### src/epk_pkg.sv
// Package for the RGB565 to e-paper pixel packer.
// Panel geometry, register codes, shared types, luma and Bayer threshold functions.
// No dependencies.
`default_nettype none

package epk_pkg;

  localparam int PANEL_WIDTH  = 960;
  localparam int PANEL_HEIGHT = 540;

  localparam int COORD_W = 12;
  localparam int IN_W    = 10;
  localparam int RGB_W   = 16;
  localparam int ADDR_W  = 18;
  localparam int PROD_W  = 24;
  localparam int CFG_W   = 2;
  localparam int IDX_W   = 2;

  localparam logic [COORD_W-1:0] PW = COORD_W'(PANEL_WIDTH);
  localparam logic [COORD_W-1:0] PH = COORD_W'(PANEL_HEIGHT);
  localparam logic [PROD_W-1:0] PITCH_GRAY = PROD_W'(PANEL_WIDTH / 2);
  localparam logic [PROD_W-1:0] PITCH_MONO = PROD_W'((PANEL_WIDTH + 7) / 8);

  localparam logic [IDX_W-1:0] REG_ROTATION = 2'd0;
  localparam logic [IDX_W-1:0] REG_MIRROR   = 2'd1;
  localparam logic [IDX_W-1:0] REG_GRAY     = 2'd2;
  localparam logic [IDX_W-1:0] REG_DITHER   = 2'd3;

  localparam logic [1:0] ROT_0   = 2'd0;
  localparam logic [1:0] ROT_90  = 2'd1;
  localparam logic [1:0] ROT_180 = 2'd2;
  localparam logic [1:0] ROT_270 = 2'd3;

  localparam logic [7:0] MASK_HI_NIB = 8'hF0;
  localparam logic [7:0] MASK_LO_NIB = 8'h0F;
  localparam logic [7:0] MASK_MSB    = 8'h80;
  localparam logic [7:0] MONO_THRESH = 8'd128;

  typedef struct packed {
    logic [1:0] rotation_quadrant;
    logic [1:0] mirror_sel;
    logic       gray_4bpp;
    logic       dither_enable;
  } cfg_t;

  typedef struct packed {
    logic              hit;
    logic [ADDR_W-1:0] byte_address;
    logic [7:0]        write_mask;
    logic [7:0]        write_data;
  } res_t;

  function automatic logic [7:0] luma(input logic [RGB_W-1:0] rgb);
    logic [7:0]  r8;
    logic [7:0]  g8;
    logic [7:0]  b8;
    logic [17:0] sum;
    r8  = {rgb[15:11], rgb[15:13]};
    g8  = {rgb[10:5], rgb[10:9]};
    b8  = {rgb[4:0], rgb[4:2]};
    sum = 18'(r8) * 18'd76 + 18'(g8) * 18'd150 + 18'(b8) * 18'd30;
    return sum[15:8];
  endfunction

  function automatic logic [3:0] bayer(input logic [1:0] row, input logic [1:0] col);
    logic [3:0] v;
    case ({row, col})
      4'h0: v = 4'd0;   4'h1: v = 4'd8;  4'h2: v = 4'd2;  4'h3: v = 4'd10;
      4'h4: v = 4'd12;  4'h5: v = 4'd4;  4'h6: v = 4'd14; 4'h7: v = 4'd6;
      4'h8: v = 4'd3;   4'h9: v = 4'd11; 4'hA: v = 4'd1;  4'hB: v = 4'd9;
      4'hC: v = 4'd15;  4'hD: v = 4'd7;  4'hE: v = 4'd13; 4'hF: v = 4'd5;
      default: v = 4'd0;
    endcase
    return v;
  endfunction

endpackage

`default_nettype wire

### src/epk_xform.sv
// Per-pixel datapath: bounds check, mirror, rotation, luma, pack into a byte write.
// Uses epk_pkg.
`default_nettype none

module epk_xform
  import epk_pkg::*;
(
  input  cfg_t              cfg,
  input  logic [IN_W-1:0]   screen_x,
  input  logic [IN_W-1:0]   screen_y,
  input  logic [RGB_W-1:0]  pixel_rgb565,
  output res_t              res
);

  logic [COORD_W-1:0] x;
  logic [COORD_W-1:0] y;
  logic [COORD_W-1:0] lw;
  logic [COORD_W-1:0] lh;
  logic [COORD_W-1:0] mx;
  logic [COORD_W-1:0] my;
  logic [COORD_W-1:0] px;
  logic [COORD_W-1:0] py;
  logic [7:0]         gray;
  logic [7:0]         thresh;
  logic [7:0]         mono_mask;
  logic               white;
  logic [PROD_W-1:0]  row_base;
  logic [ADDR_W-1:0]  col_byte;

  always_comb begin
    x  = COORD_W'(screen_x);
    y  = COORD_W'(screen_y);
    lw = cfg.rotation_quadrant[0] ? PH : PW;
    lh = cfg.rotation_quadrant[0] ? PW : PH;
    mx = cfg.mirror_sel[0] ? lw - 12'd1 - x : x;
    my = cfg.mirror_sel[1] ? lh - 12'd1 - y : y;

    case (cfg.rotation_quadrant)
      ROT_90: begin
        px = PW - 12'd1 - my;
        py = mx;
      end
      ROT_180: begin
        px = PW - 12'd1 - mx;
        py = PH - 12'd1 - my;
      end
      ROT_270: begin
        px = my;
        py = PH - 12'd1 - mx;
      end
      default: begin
        px = mx;
        py = my;
      end
    endcase

    // mirrored and rotated coordinates stay on the panel once the logical bounds hold
    res.hit = (x < lw) && (y < lh);

    gray      = luma(pixel_rgb565);
    thresh    = cfg.dither_enable ? {bayer(py[1:0], px[1:0]), 4'b0000} : MONO_THRESH;
    white     = gray >= thresh;
    mono_mask = MASK_MSB >> px[2:0];

    if (cfg.gray_4bpp) begin
      row_base = PROD_W'(py) * PITCH_GRAY;
      col_byte = ADDR_W'(px >> 1);
      if (!px[0]) begin
        res.write_mask = MASK_HI_NIB;
        res.write_data = {gray[7:4], 4'b0000};
      end else begin
        res.write_mask = MASK_LO_NIB;
        res.write_data = {4'b0000, gray[7:4]};
      end
    end else begin
      row_base = PROD_W'(py) * PITCH_MONO;
      col_byte = ADDR_W'(px >> 3);
      res.write_mask = mono_mask;
      res.write_data = white ? mono_mask : 8'h00;
    end
    res.byte_address = row_base[ADDR_W-1:0] + col_byte;
  end

endmodule

`default_nettype wire

### src/rgb565_to_epaper_pixel_packer.sv
// Top level of the pixel packer; uses epk_pkg and epk_xform.
// An accepted item passes through the input register, then the result register, to the
// outputs; throughput one item per cycle while out_ready is high.
// The input register holds only while the result register is full and out_ready is low.
// Pixels off the logical screen are dropped at the result register.
// Reset (rst, synchronous): both stages empty; 90 degrees, no mirror, mono, no dither.
`default_nettype none

module rgb565_to_epaper_pixel_packer
  import epk_pkg::*;
(
  input  logic              clk,
  input  logic              rst,
  input  logic              cfg_we,
  input  logic [IDX_W-1:0]  cfg_index,
  input  logic [CFG_W-1:0]  cfg_data,
  input  logic              in_valid,
  output logic              in_ready,
  input  logic [IN_W-1:0]   screen_x,
  input  logic [IN_W-1:0]   screen_y,
  input  logic [RGB_W-1:0]  pixel_rgb565,
  output logic              out_valid,
  input  logic              out_ready,
  output logic [ADDR_W-1:0] byte_address,
  output logic [7:0]        write_mask,
  output logic [7:0]        write_data
);

  cfg_t              cfg;
  logic              s1_valid;
  logic [IN_W-1:0]   s1_x;
  logic [IN_W-1:0]   s1_y;
  logic [RGB_W-1:0]  s1_rgb;
  logic              s2_free;
  res_t              res;

  always_ff @(posedge clk) begin
    if (rst) begin
      cfg.rotation_quadrant <= ROT_90;
      cfg.mirror_sel        <= 2'd0;
      cfg.gray_4bpp         <= 1'b0;
      cfg.dither_enable     <= 1'b0;
    end else if (cfg_we) begin
      case (cfg_index)
        REG_ROTATION: cfg.rotation_quadrant <= cfg_data;
        REG_MIRROR:   cfg.mirror_sel        <= cfg_data;
        REG_GRAY:     cfg.gray_4bpp         <= cfg_data[0];
        REG_DITHER:   cfg.dither_enable     <= cfg_data[0];
        default: ;
      endcase
    end
  end

  assign s2_free  = !out_valid || out_ready;
  assign in_ready = !s1_valid || s2_free;

  always_ff @(posedge clk) begin
    if (rst) begin
      s1_valid <= 1'b0;
    end else if (in_ready) begin
      s1_valid <= in_valid;
    end
  end

  always_ff @(posedge clk) begin
    if (in_valid && in_ready) begin
      s1_x   <= screen_x;
      s1_y   <= screen_y;
      s1_rgb <= pixel_rgb565;
    end
  end

  epk_xform u_xform (
    .cfg          (cfg),
    .screen_x     (s1_x),
    .screen_y     (s1_y),
    .pixel_rgb565 (s1_rgb),
    .res          (res)
  );

  always_ff @(posedge clk) begin
    if (rst) begin
      out_valid <= 1'b0;
    end else if (s2_free) begin
      out_valid <= s1_valid && res.hit;
    end
  end

  always_ff @(posedge clk) begin
    if (s2_free && s1_valid && res.hit) begin
      byte_address <= res.byte_address;
      write_mask   <= res.write_mask;
      write_data   <= res.write_data;
    end
  end

`ifndef ASSERT_OFF
  a_data_under_mask: assert property (@(posedge clk) disable iff (rst)
    out_valid |-> ((write_data & ~write_mask) == 8'h00))
    else $error("write data outside write mask");

  a_mask_shape: assert property (@(posedge clk) disable iff (rst)
    out_valid |-> ($onehot(write_mask) || write_mask == MASK_HI_NIB
                   || write_mask == MASK_LO_NIB))
    else $error("write mask is neither one bit nor one nibble");

  a_reset_empty: assert property (@(posedge clk)
    $past(rst) |-> (!out_valid && !s1_valid))
    else $error("pipeline not empty after reset");

  a_stall_holds_s1: assert property (@(posedge clk) disable iff (rst)
    (s1_valid && out_valid && !out_ready) |=> s1_valid)
    else $error("input stage lost an item during stall");
`endif

endmodule

`default_nettype wire
### config.mk
export PLATFORM = sky130hd
export DESIGN_NAME = rgb565_to_epaper_pixel_packer
export DESIGN_NICKNAME = d
export VERILOG_FILES = /design/src/epk_pkg.sv /design/src/epk_xform.sv /design/src/rgb565_to_epaper_pixel_packer.sv
export SDC_FILE = /design/constraint.sdc
export NUM_CORES = 1
export LEC_CHECK = 0
export ABC_AREA = 0
export CORE_MARGIN = 4
export CORE_UTILIZATION = 45
export DETAILED_ROUTE_END_ITERATION = 6
export DONT_BUFFER_PORTS = 1
export PLACE_DENSITY_LB_ADDON = 0.12
export SYNTH_ARGS = -nofsm -noshare
export SYNTH_HDL_FRONTEND = slang
export SYNTH_HIERARCHICAL = 1
export SYNTH_SLANG_ARGS = --single-unit
### constraint.sdc
create_clock -name clk -period 12.1 [get_ports clk]
set_input_delay 0 -clock clk [delete_from_list [all_inputs] [get_ports clk]]
set_output_delay 0 -clock clk [all_outputs]
set_load 0.02 [all_outputs]
==> metrics.cfg, run 1 <==
[status]
status=finished clean

[critical_path]
worstPathRequired_ns=12.20
critPathKind=reg -> reg
cp-start-kind=register
r2r_start=s1_rgb[2]$_DFFE_PP_
ff2ff_setup_slack_ns=5.02
crit_path_start=s1_rgb[2]$_DFFE_PP_
worstPathArrival_ns=7.18
cp-end-kind=register
cp_max_fo=7

[drt]
drtIter0Drc=361
drc_errors=0
firstDrtPassIters=7
vias=7302
vias_per_cell=5.33
routedWlPerCell_um=15.3
final_antenna_net_count=0
wirelength_um=21000

[power_and_ir_drop]
p_sw_share_pct=45.9
power_frac_clock_pct=12.1
internal_power_mw=1.20
vdd_drop_max_mv=0.116
power_density_mw_per_mm2=207
seqPwrFrac_pct=18.3
p_sw_mw=1.02
p_leak_nw=4.73
share_comb_of_total_power_pct=69.6

[job]
drv_cap=0

[floorplanning]
start_util_pct=46.0
num_rows=53
die_area_mm2=0.0240
io_pins=81
die_h_um=155
die_w_um=155
fp.coreArea_mm2=0.0211

[final_layout]
multi_input_area_mm2=0.00681
layout_commonest_cell=ha_1
mostFrequentLayoutCells=142 x ha_1, 133 x inv_1, 74 x a21oi_1
drive_above_1_share_pct=5.03
syn2layout_area_growth_pct=10.7
fin_cells=1369
fillers=2011
n_antenna_cell=0
regArea_mm2=0.00226
nNetsFinal=1329
finalInstanceArea_mm2=0.0107

[logic_synthesis]
synth_warnings=6
synth_edf_count=70
synth-async-reset-ratio_pct=0
ys_ff_latch=78
synth_nets=1286
synthesis.area_mm2=0.00970
synth_flop_cell=edfxtp_1
seq_area_frac_synth_pct=23.3
synth.avg_cell_area_um2=9.27
syn_inst=1046
yosysUniqueCellTypes=83

[global_routing]
grt_pass1_wl_um=35200
antenna_found_initial=0
grt_use_total_pct=17.9
grt_overflow=0
grt_max_degree=48
grt_pass1_vias=7056

[timing]
tightest_slew_ns=1.01
final.period_utilization_pct=58.5
grt_setup_unrepaired=false
max-slew-margin-rel_pct=32.3
fmax_ghz=0.141
fin_crit_ns=7.08
maxSlewViolCount=0
tns_ns=0
setup_viol=0
fin_worst_skew_ns=0.0111
hold_violations=0

[clock_tree]
htree_num_levels=3
cts_inserted_buffers=9
cts-root-buf=clkbuf_16
post_cts_buffers=0
cts_sinks=78
insertion_delay_ns=0.35
cts_max_path_buffers=2
clk_pin_slew_ns=0.07
cts_tree=built

[placed_design]
place.gp.congestion=0.823
dp_hpwl_um=16700
dp.cells=1306
dpl_cell_area_mm2=0.00998
port_buffers=0

[worst_hold_path]
min_from=out_ready
hp-class=in -> out

==> worst max-delay path: stages, from the launching register on <==
cell and delay, ns:
edfxtp_1 0.55, fa_1 0.64, inv_1 0.07, fa_1 0.47
fa_1 0.42, nor2b_1 0.12, o21ai_0 0.09, a21boi_0 0.25
o21ai_0 0.11, nand2b_1 0.11, xor2_1 0.20, fa_1 0.44
ha_1 0.21, or4_1 0.49, a21oi_1 0.29, nor3_1 0.12
nor3_1 0.32, a21oi_1 0.13, xnor2_1 0.29, inv_1 0.08
ha_1 0.33, nand4_1 0.10, a211oi_1 0.06, o31ai_1 0.59
nor2_1 0.13, o21a_1 0.20
==> power groups by stage <==
stage / Clock, mW / Sequential, mW / Combinational (mW)
3_3_place_gp: 0 / 0.412 / 1.52
2_1_floorplan: 0 / 0.404 / 1.24
5_1_grt: 0.288 / 0.410 / 1.78
4_1_cts: 0.279 / 0.407 / 1.55
6_report: 0.270 / 0.406 / 1.55
3_5_place_dp: 0 / 0.413 / 1.53
==> layout make-up <==
type / instances / area share (%)
Multi-Input combinational cell: 810 / 63.4
Sequential cell: 78 / 21.1
Timing Repair Buffer: 53 / 4.80
Inverter: 137 / 4.79
Tap cell: 275 / 3.21
Clock buffer: 12 / 2.49
Clock inverter: 4 / 0.187
==> kinds of logic (layout without fill, tap and decap cells) <==
| family | after synthesis | after routing | share of synthesized area [%] |
|---|---|---|---|
| adders and majority gates | 196 | 196 | 29.4 |
| buffers and inverters | 158 | 206 | 6.54 |
| xor gates and xnor gates | 87 | 87 | 8.17 |
| and+or+nand+nor | 262 | 262 | 13.9 |
| DFF | 78 | 78 | 23.3 |
| muxes | 24 | 24 | 2.58 |
| AOI/OAI and AO/OA | 241 | 241 | 16.1 |
==> worst paths after layout <==
path,end,depth (start not counted)
max,write_data[2]$_DFFE_PP_,25
min,in_ready,1
max reg2reg,write_data[2]$_DFFE_PP_,25
min reg2reg,cfg[0]$_SDFFE_PP0P_,2
==> sequential cells by signal, summed over array words and instances, names as in the netlist <==
| register | count |
|---|---|
| out_valid | 1 |
| s1_rgb | 16 |
| s1_y | 10 |
| cfg | 6 |
| byte_address | 18 |
| write_mask | 8 |
| s1_x | 10 |
| s1_valid | 1 |
| write_data | 8 |
==> stage by stage <==
stage | util, % | hold WS, ns | setup slack [ns] | power [mW]
2_1_floorplan | - | 0.0989 | 5.33 | 1.64
3_3_place_gp | 47.3 | 0.0709 | 5.16 | 1.93
3_5_place_dp | 47.3 | 0.0724 | 5.00 | 1.94
4_1_cts | 50.9 | 0.237 | 4.98 | 2.24
5_1_grt | 50.9 | 0.254 | 4.44 | 2.48
6_report | 50.9 | 0.239 | 5.02 | 2.22
==> Yosys cell counts, drive strengths merged (4+ instances only) <==
| cell type | count | share of area (%) |
|---|---|---|
| nor2b | 18 | 1.2 |
| dfxtp | 8 | 1.7 |
| mux2i | 19 | 2.0 |
| buf | 7 | 0.59 |
| and2 | 8 | 0.52 |
| nand2b | 23 | 1.5 |
| o21bai | 4 | 0.31 |
| o21a | 17 | 1.3 |
| nand2 | 47 | 1.8 |
| o211ai | 4 | 0.31 |
| ha | 142 | 18 |
| and3 | 5 | 0.32 |
| nor3 | 30 | 1.5 |
| edfxtp | 70 | 22 |
| a21oi | 74 | 3.8 |
| xor2 | 24 | 2.2 |
| a31oi | 11 | 0.77 |
| inv | 137 | 5.3 |
| or3 | 7 | 0.45 |
| nand3b | 5 | 0.39 |
| and4 | 4 | 0.36 |
| fa | 53 | 11 |
| a211oi | 7 | 0.65 |
| a21boi | 7 | 0.54 |
| xnor2 | 63 | 5.9 |
| nor4 | 4 | 0.26 |
| clkbuf | 14 | 0.65 |
| o31ai | 10 | 0.92 |
| o21ai | 59 | 3.1 |
| o211a | 4 | 0.41 |
| or2 | 7 | 0.45 |
| mux2 | 5 | 0.62 |
| nand4 | 4 | 0.26 |
| nor2 | 70 | 2.7 |
| a21o | 13 | 1.0 |
| nand3 | 15 | 0.77 |
==> what timing repair did <==
| item | 4_1_cts | 5_1_grt |
|---|---|---|
| endpoints found under the setup margin | 0 | 0 |
| hold endpoints to repair | 44 | 0 |
| hold buffers | 47 | 0 |
| gates resized for setup | 0 | 0 |
==> layer usage <==
metal	GRT usage [%]	share of wire [%]	vias to the layer above
met4	4.12	0.84	0
met3	2.57	3.6	9
met5	0	0	-
met1	27.6	55	3386
li1	-	-	3762
met2	26.5	41	145
Power figures use the tool's default switching activity.
==> inputs of run 2 (changes only) <==
==> constraint.sdc (replaced) <==
create_clock -name clk -period 7.2 [get_ports clk]
set_input_delay 0 -clock clk [delete_from_list [all_inputs] [get_ports clk]]
set_output_delay 0 -clock clk [all_outputs]
set_load 0.02 [all_outputs]
==> run 2 against run 1 <==
  * Sequential power is 67% higher
  * Critical path type unchanged
  * Combinational power is 69% higher
  * Highest routed layer unchanged
  * Largest cell class unchanged
  * Clock power increased by 76%
  * Critical path depth rose by 1
  * Sequential share of layout area down 0.17 points
==> metrics.cfg, run 2 (same netlist as run 1, synthesis figures left out) <==
[status]
status=finished clean

[critical_path]
r2r_start=s1_rgb[7]$_DFFE_PP_
worstPathRequired_ns=7.30  ; -4.90 ns
ff2ff_setup_slack_ns=0.45  ; -4.57 ns
reg2reg_depth=26  ; +4.0%
cp_max_fo=6  ; -1
slowest_stage=fa_1
slowest_delay_ns=0.52  ; -0.12 ns
critPathKind=reg -> reg
crit_top_cell=ha_1
worstPathArrival_ns=6.85  ; -0.33 ns
cp-start-kind=register
rr_endpoint=write_data[2]$_DFFE_PP_
cp-end-kind=register

[power_and_ir_drop]
vdd_drop_max_mv=0.222  ; +92%
internal_power_mw=2.04  ; +70%
p_sw_share_pct=46.1  ; +0.13 points
power_density_mw_per_mm2=349  ; +69%
power_frac_clock_pct=12.6  ; +0.5 points
share_comb_of_total_power_pct=69.5  ; about the same
p_leak_nw=4.79  ; +1.1%
p_sw_mw=1.74  ; +71%
seqPwrFrac_pct=17.9  ; -0.4 points

[final_layout]
fin_util_pct=51.3  ; +0.42 points
fin_cells=1377  ; +0.58%
mostFrequentLayoutCells=142 x ha_1, 133 x inv_1, 73 x a21oi_1
nNetsFinal=1337  ; +0.60%
drive_above_1_share_pct=5.99  ; +0.96 points
syn2layout_area_growth_pct=11.6
top_regs=byte_address x18, s1_rgb x16
layout_commonest_cell=ha_1
fillers=1971  ; -2.0%
largest_reg_flops=18  ; unchanged
n_antenna_cell=0  ; unchanged
top_register=byte_address

[floorplanning]
io_pins=81  ; unchanged
die_w_um=155  ; unchanged
die_area_mm2=0.0240  ; unchanged
num_rows=53  ; unchanged
start_util_pct=46.0  ; unchanged
die_h_um=155  ; unchanged
fp.coreArea_mm2=0.0211  ; unchanged

[timing]
fin_worst_skew_ns=0.0179  ; +0.00679 ns
maxSlewViolCount=0  ; unchanged
grt_setup_unrepaired=false
setup_viol=0  ; unchanged
tns_ns=0  ; unchanged
max-slew-margin-rel_pct=32.5  ; +0.25 points
final.period_utilization_pct=93.8  ; +35 points
hold_violations=0  ; unchanged
timing.hold.ws_ns=0.0740  ; -0.165 ns
fin_crit_ns=6.75  ; -0.329 ns
fin_ws_ns=0.448  ; -4.57 ns
fmax_ghz=0.148  ; +4.9%
tightest_slew_ns=1.00  ; -0.0122 ns

[job]
drv_cap=0  ; unchanged

[clock_tree]
cts_sinks=78  ; unchanged
cts_tree=built
clk_pin_slew_ns=0.06  ; about the same
cts_max_path_buffers=2  ; unchanged
cts_inserted_buffers=9  ; unchanged
cts-root-buf=clkbuf_16
post_cts_buffers=0  ; unchanged
htree_num_levels=3  ; unchanged
insertion_delay_ns=0.35  ; about the same

[global_routing]
grt_pass1_vias=7253  ; +2.8%
grt_max_degree=38  ; -21%
use_met3_pct=2.80  ; +0.22 points
grt_pass1_wl_um=36600  ; +3.8%
gr-usage-met2_pct=27.2  ; +0.73 points
antenna_found_initial=0  ; unchanged
grt_overflow=0  ; unchanged
busiest_layer=met1
use_met1_pct=28.8  ; +1.1 points
grt_use_total_pct=18.5  ; +0.58 points

[placed_design]
dp.cells=1313  ; +0.54%
dp_hpwl_um=17100  ; +2.4%
place.gp.congestion=0.851  ; +3.3%
place_ws_ns=0.212  ; -4.79 ns
port_buffers=0  ; unchanged

[drt]
firstDrtPassIters=4  ; -3
wirelength_um=21300  ; +1.5%
drc_errors=0  ; unchanged
final_antenna_net_count=0  ; unchanged
drtIter0Drc=299  ; -17%
vias=7353  ; +0.70%
routedWlPerCell_um=15.5  ; +0.87%
vias_per_cell=5.34  ; +0.11%

[worst_hold_path]
whs_endpoint=s1_valid$_SDFFE_PP0P_
holdPathStages=2  ; +1
hp-class=in -> reg
min_from=out_ready

==> run 2: cell types whose count changed in the layout (fill, tap and decap cells not counted), sizes merged <==
cell,change
inv,+4
clkinv,-3
clkbuf,-1
buf,+7
dlygate4sd3,+1
==> run 2: final cells by class <==
cell class              instances  area (µm²)  share of cell area [%]
well taps                     275         344                    3.18
clock inverters                 5        35.0                   0.324
flip-flops and latches         78        2260                    20.9
multi-input cells             810        6820                    63.1
clock buffers                  11         264                    2.44
inverters                     137         514                    4.75
repair buffers                 61         578                    5.34
==> run 2: worst max-delay path, delay by kind of cell, from the launching register on <==
family	cells	cell delay, ns
buffers and inverters	3	0.13
AO/OA/AOI/OAI	6	1.35
adder cells (fa/ha/maj)	8	3.04
XOR/XNOR	2	0.40
AND/OR/NAND/NOR	7	1.11
flip-flops	1	0.45
==> run 2: what timing repair did <==
item,4_1_cts,5_1_grt
endpoints found under the hold margin,44,0
setup endpoints to repair,0,8
hold buffers,48,0
gates resized for setup,0,3
==> run 2: power groups by stage <==
| stage | registers, mW | clock network, mW | logic (mW) |
|---|---|---|---|
| floorplan | 0.679 | 0 | 2.08 |
| global placement | 0.688 | 0 | 2.55 |
| detailed placement | 0.689 | 0 | 2.57 |
| CTS | 0.678 | 0.491 | 2.61 |
| global route | 0.683 | 0.506 | 3.02 |
| finish | 0.676 | 0.474 | 2.62 |
==> run 2: stage by stage <==
| stage | power, mW | area (µm²) |
|---|---|---|
| after floorplan | 2.76 | 9700 |
| after global placement | 3.24 | 10000 |
| after detailed placement | 3.26 | 10000 |
| after CTS | 3.78 | 10800 |
| after global routing | 4.21 | 10800 |
| final | 3.78 | 10800 |
==> run 2: worst max path at each step <==
stage / startpoint / endpoint / slack [ns] / depth (start not counted)
after global routing: s1_rgb[2]$_DFFE_PP_ / write_data[2]$_DFFE_PP_ / 0.02 / 24
after detailed placement: s1_rgb[6]$_DFFE_PP_ / write_data[2]$_DFFE_PP_ / 0.21 / 27
after floorplan: cfg[4]$_SDFFE_PP1P_ / byte_address[17]$_DFFE_PP_ / 0.43 / 29
after CTS: s1_rgb[6]$_DFFE_PP_ / write_data[2]$_DFFE_PP_ / 0.21 / 27
after global placement: s1_rgb[6]$_DFFE_PP_ / write_data[2]$_DFFE_PP_ / 0.41 / 27
final: s1_rgb[7]$_DFFE_PP_ / write_data[2]$_DFFE_PP_ / 0.45 / 26
==> run 2: routing by layer <==
layer	vias to the layer above	wire, µm
met1	3413	11500
li1	3770	-
met5	-	0
met2	158	8750
met3	12	865
met4	0	199
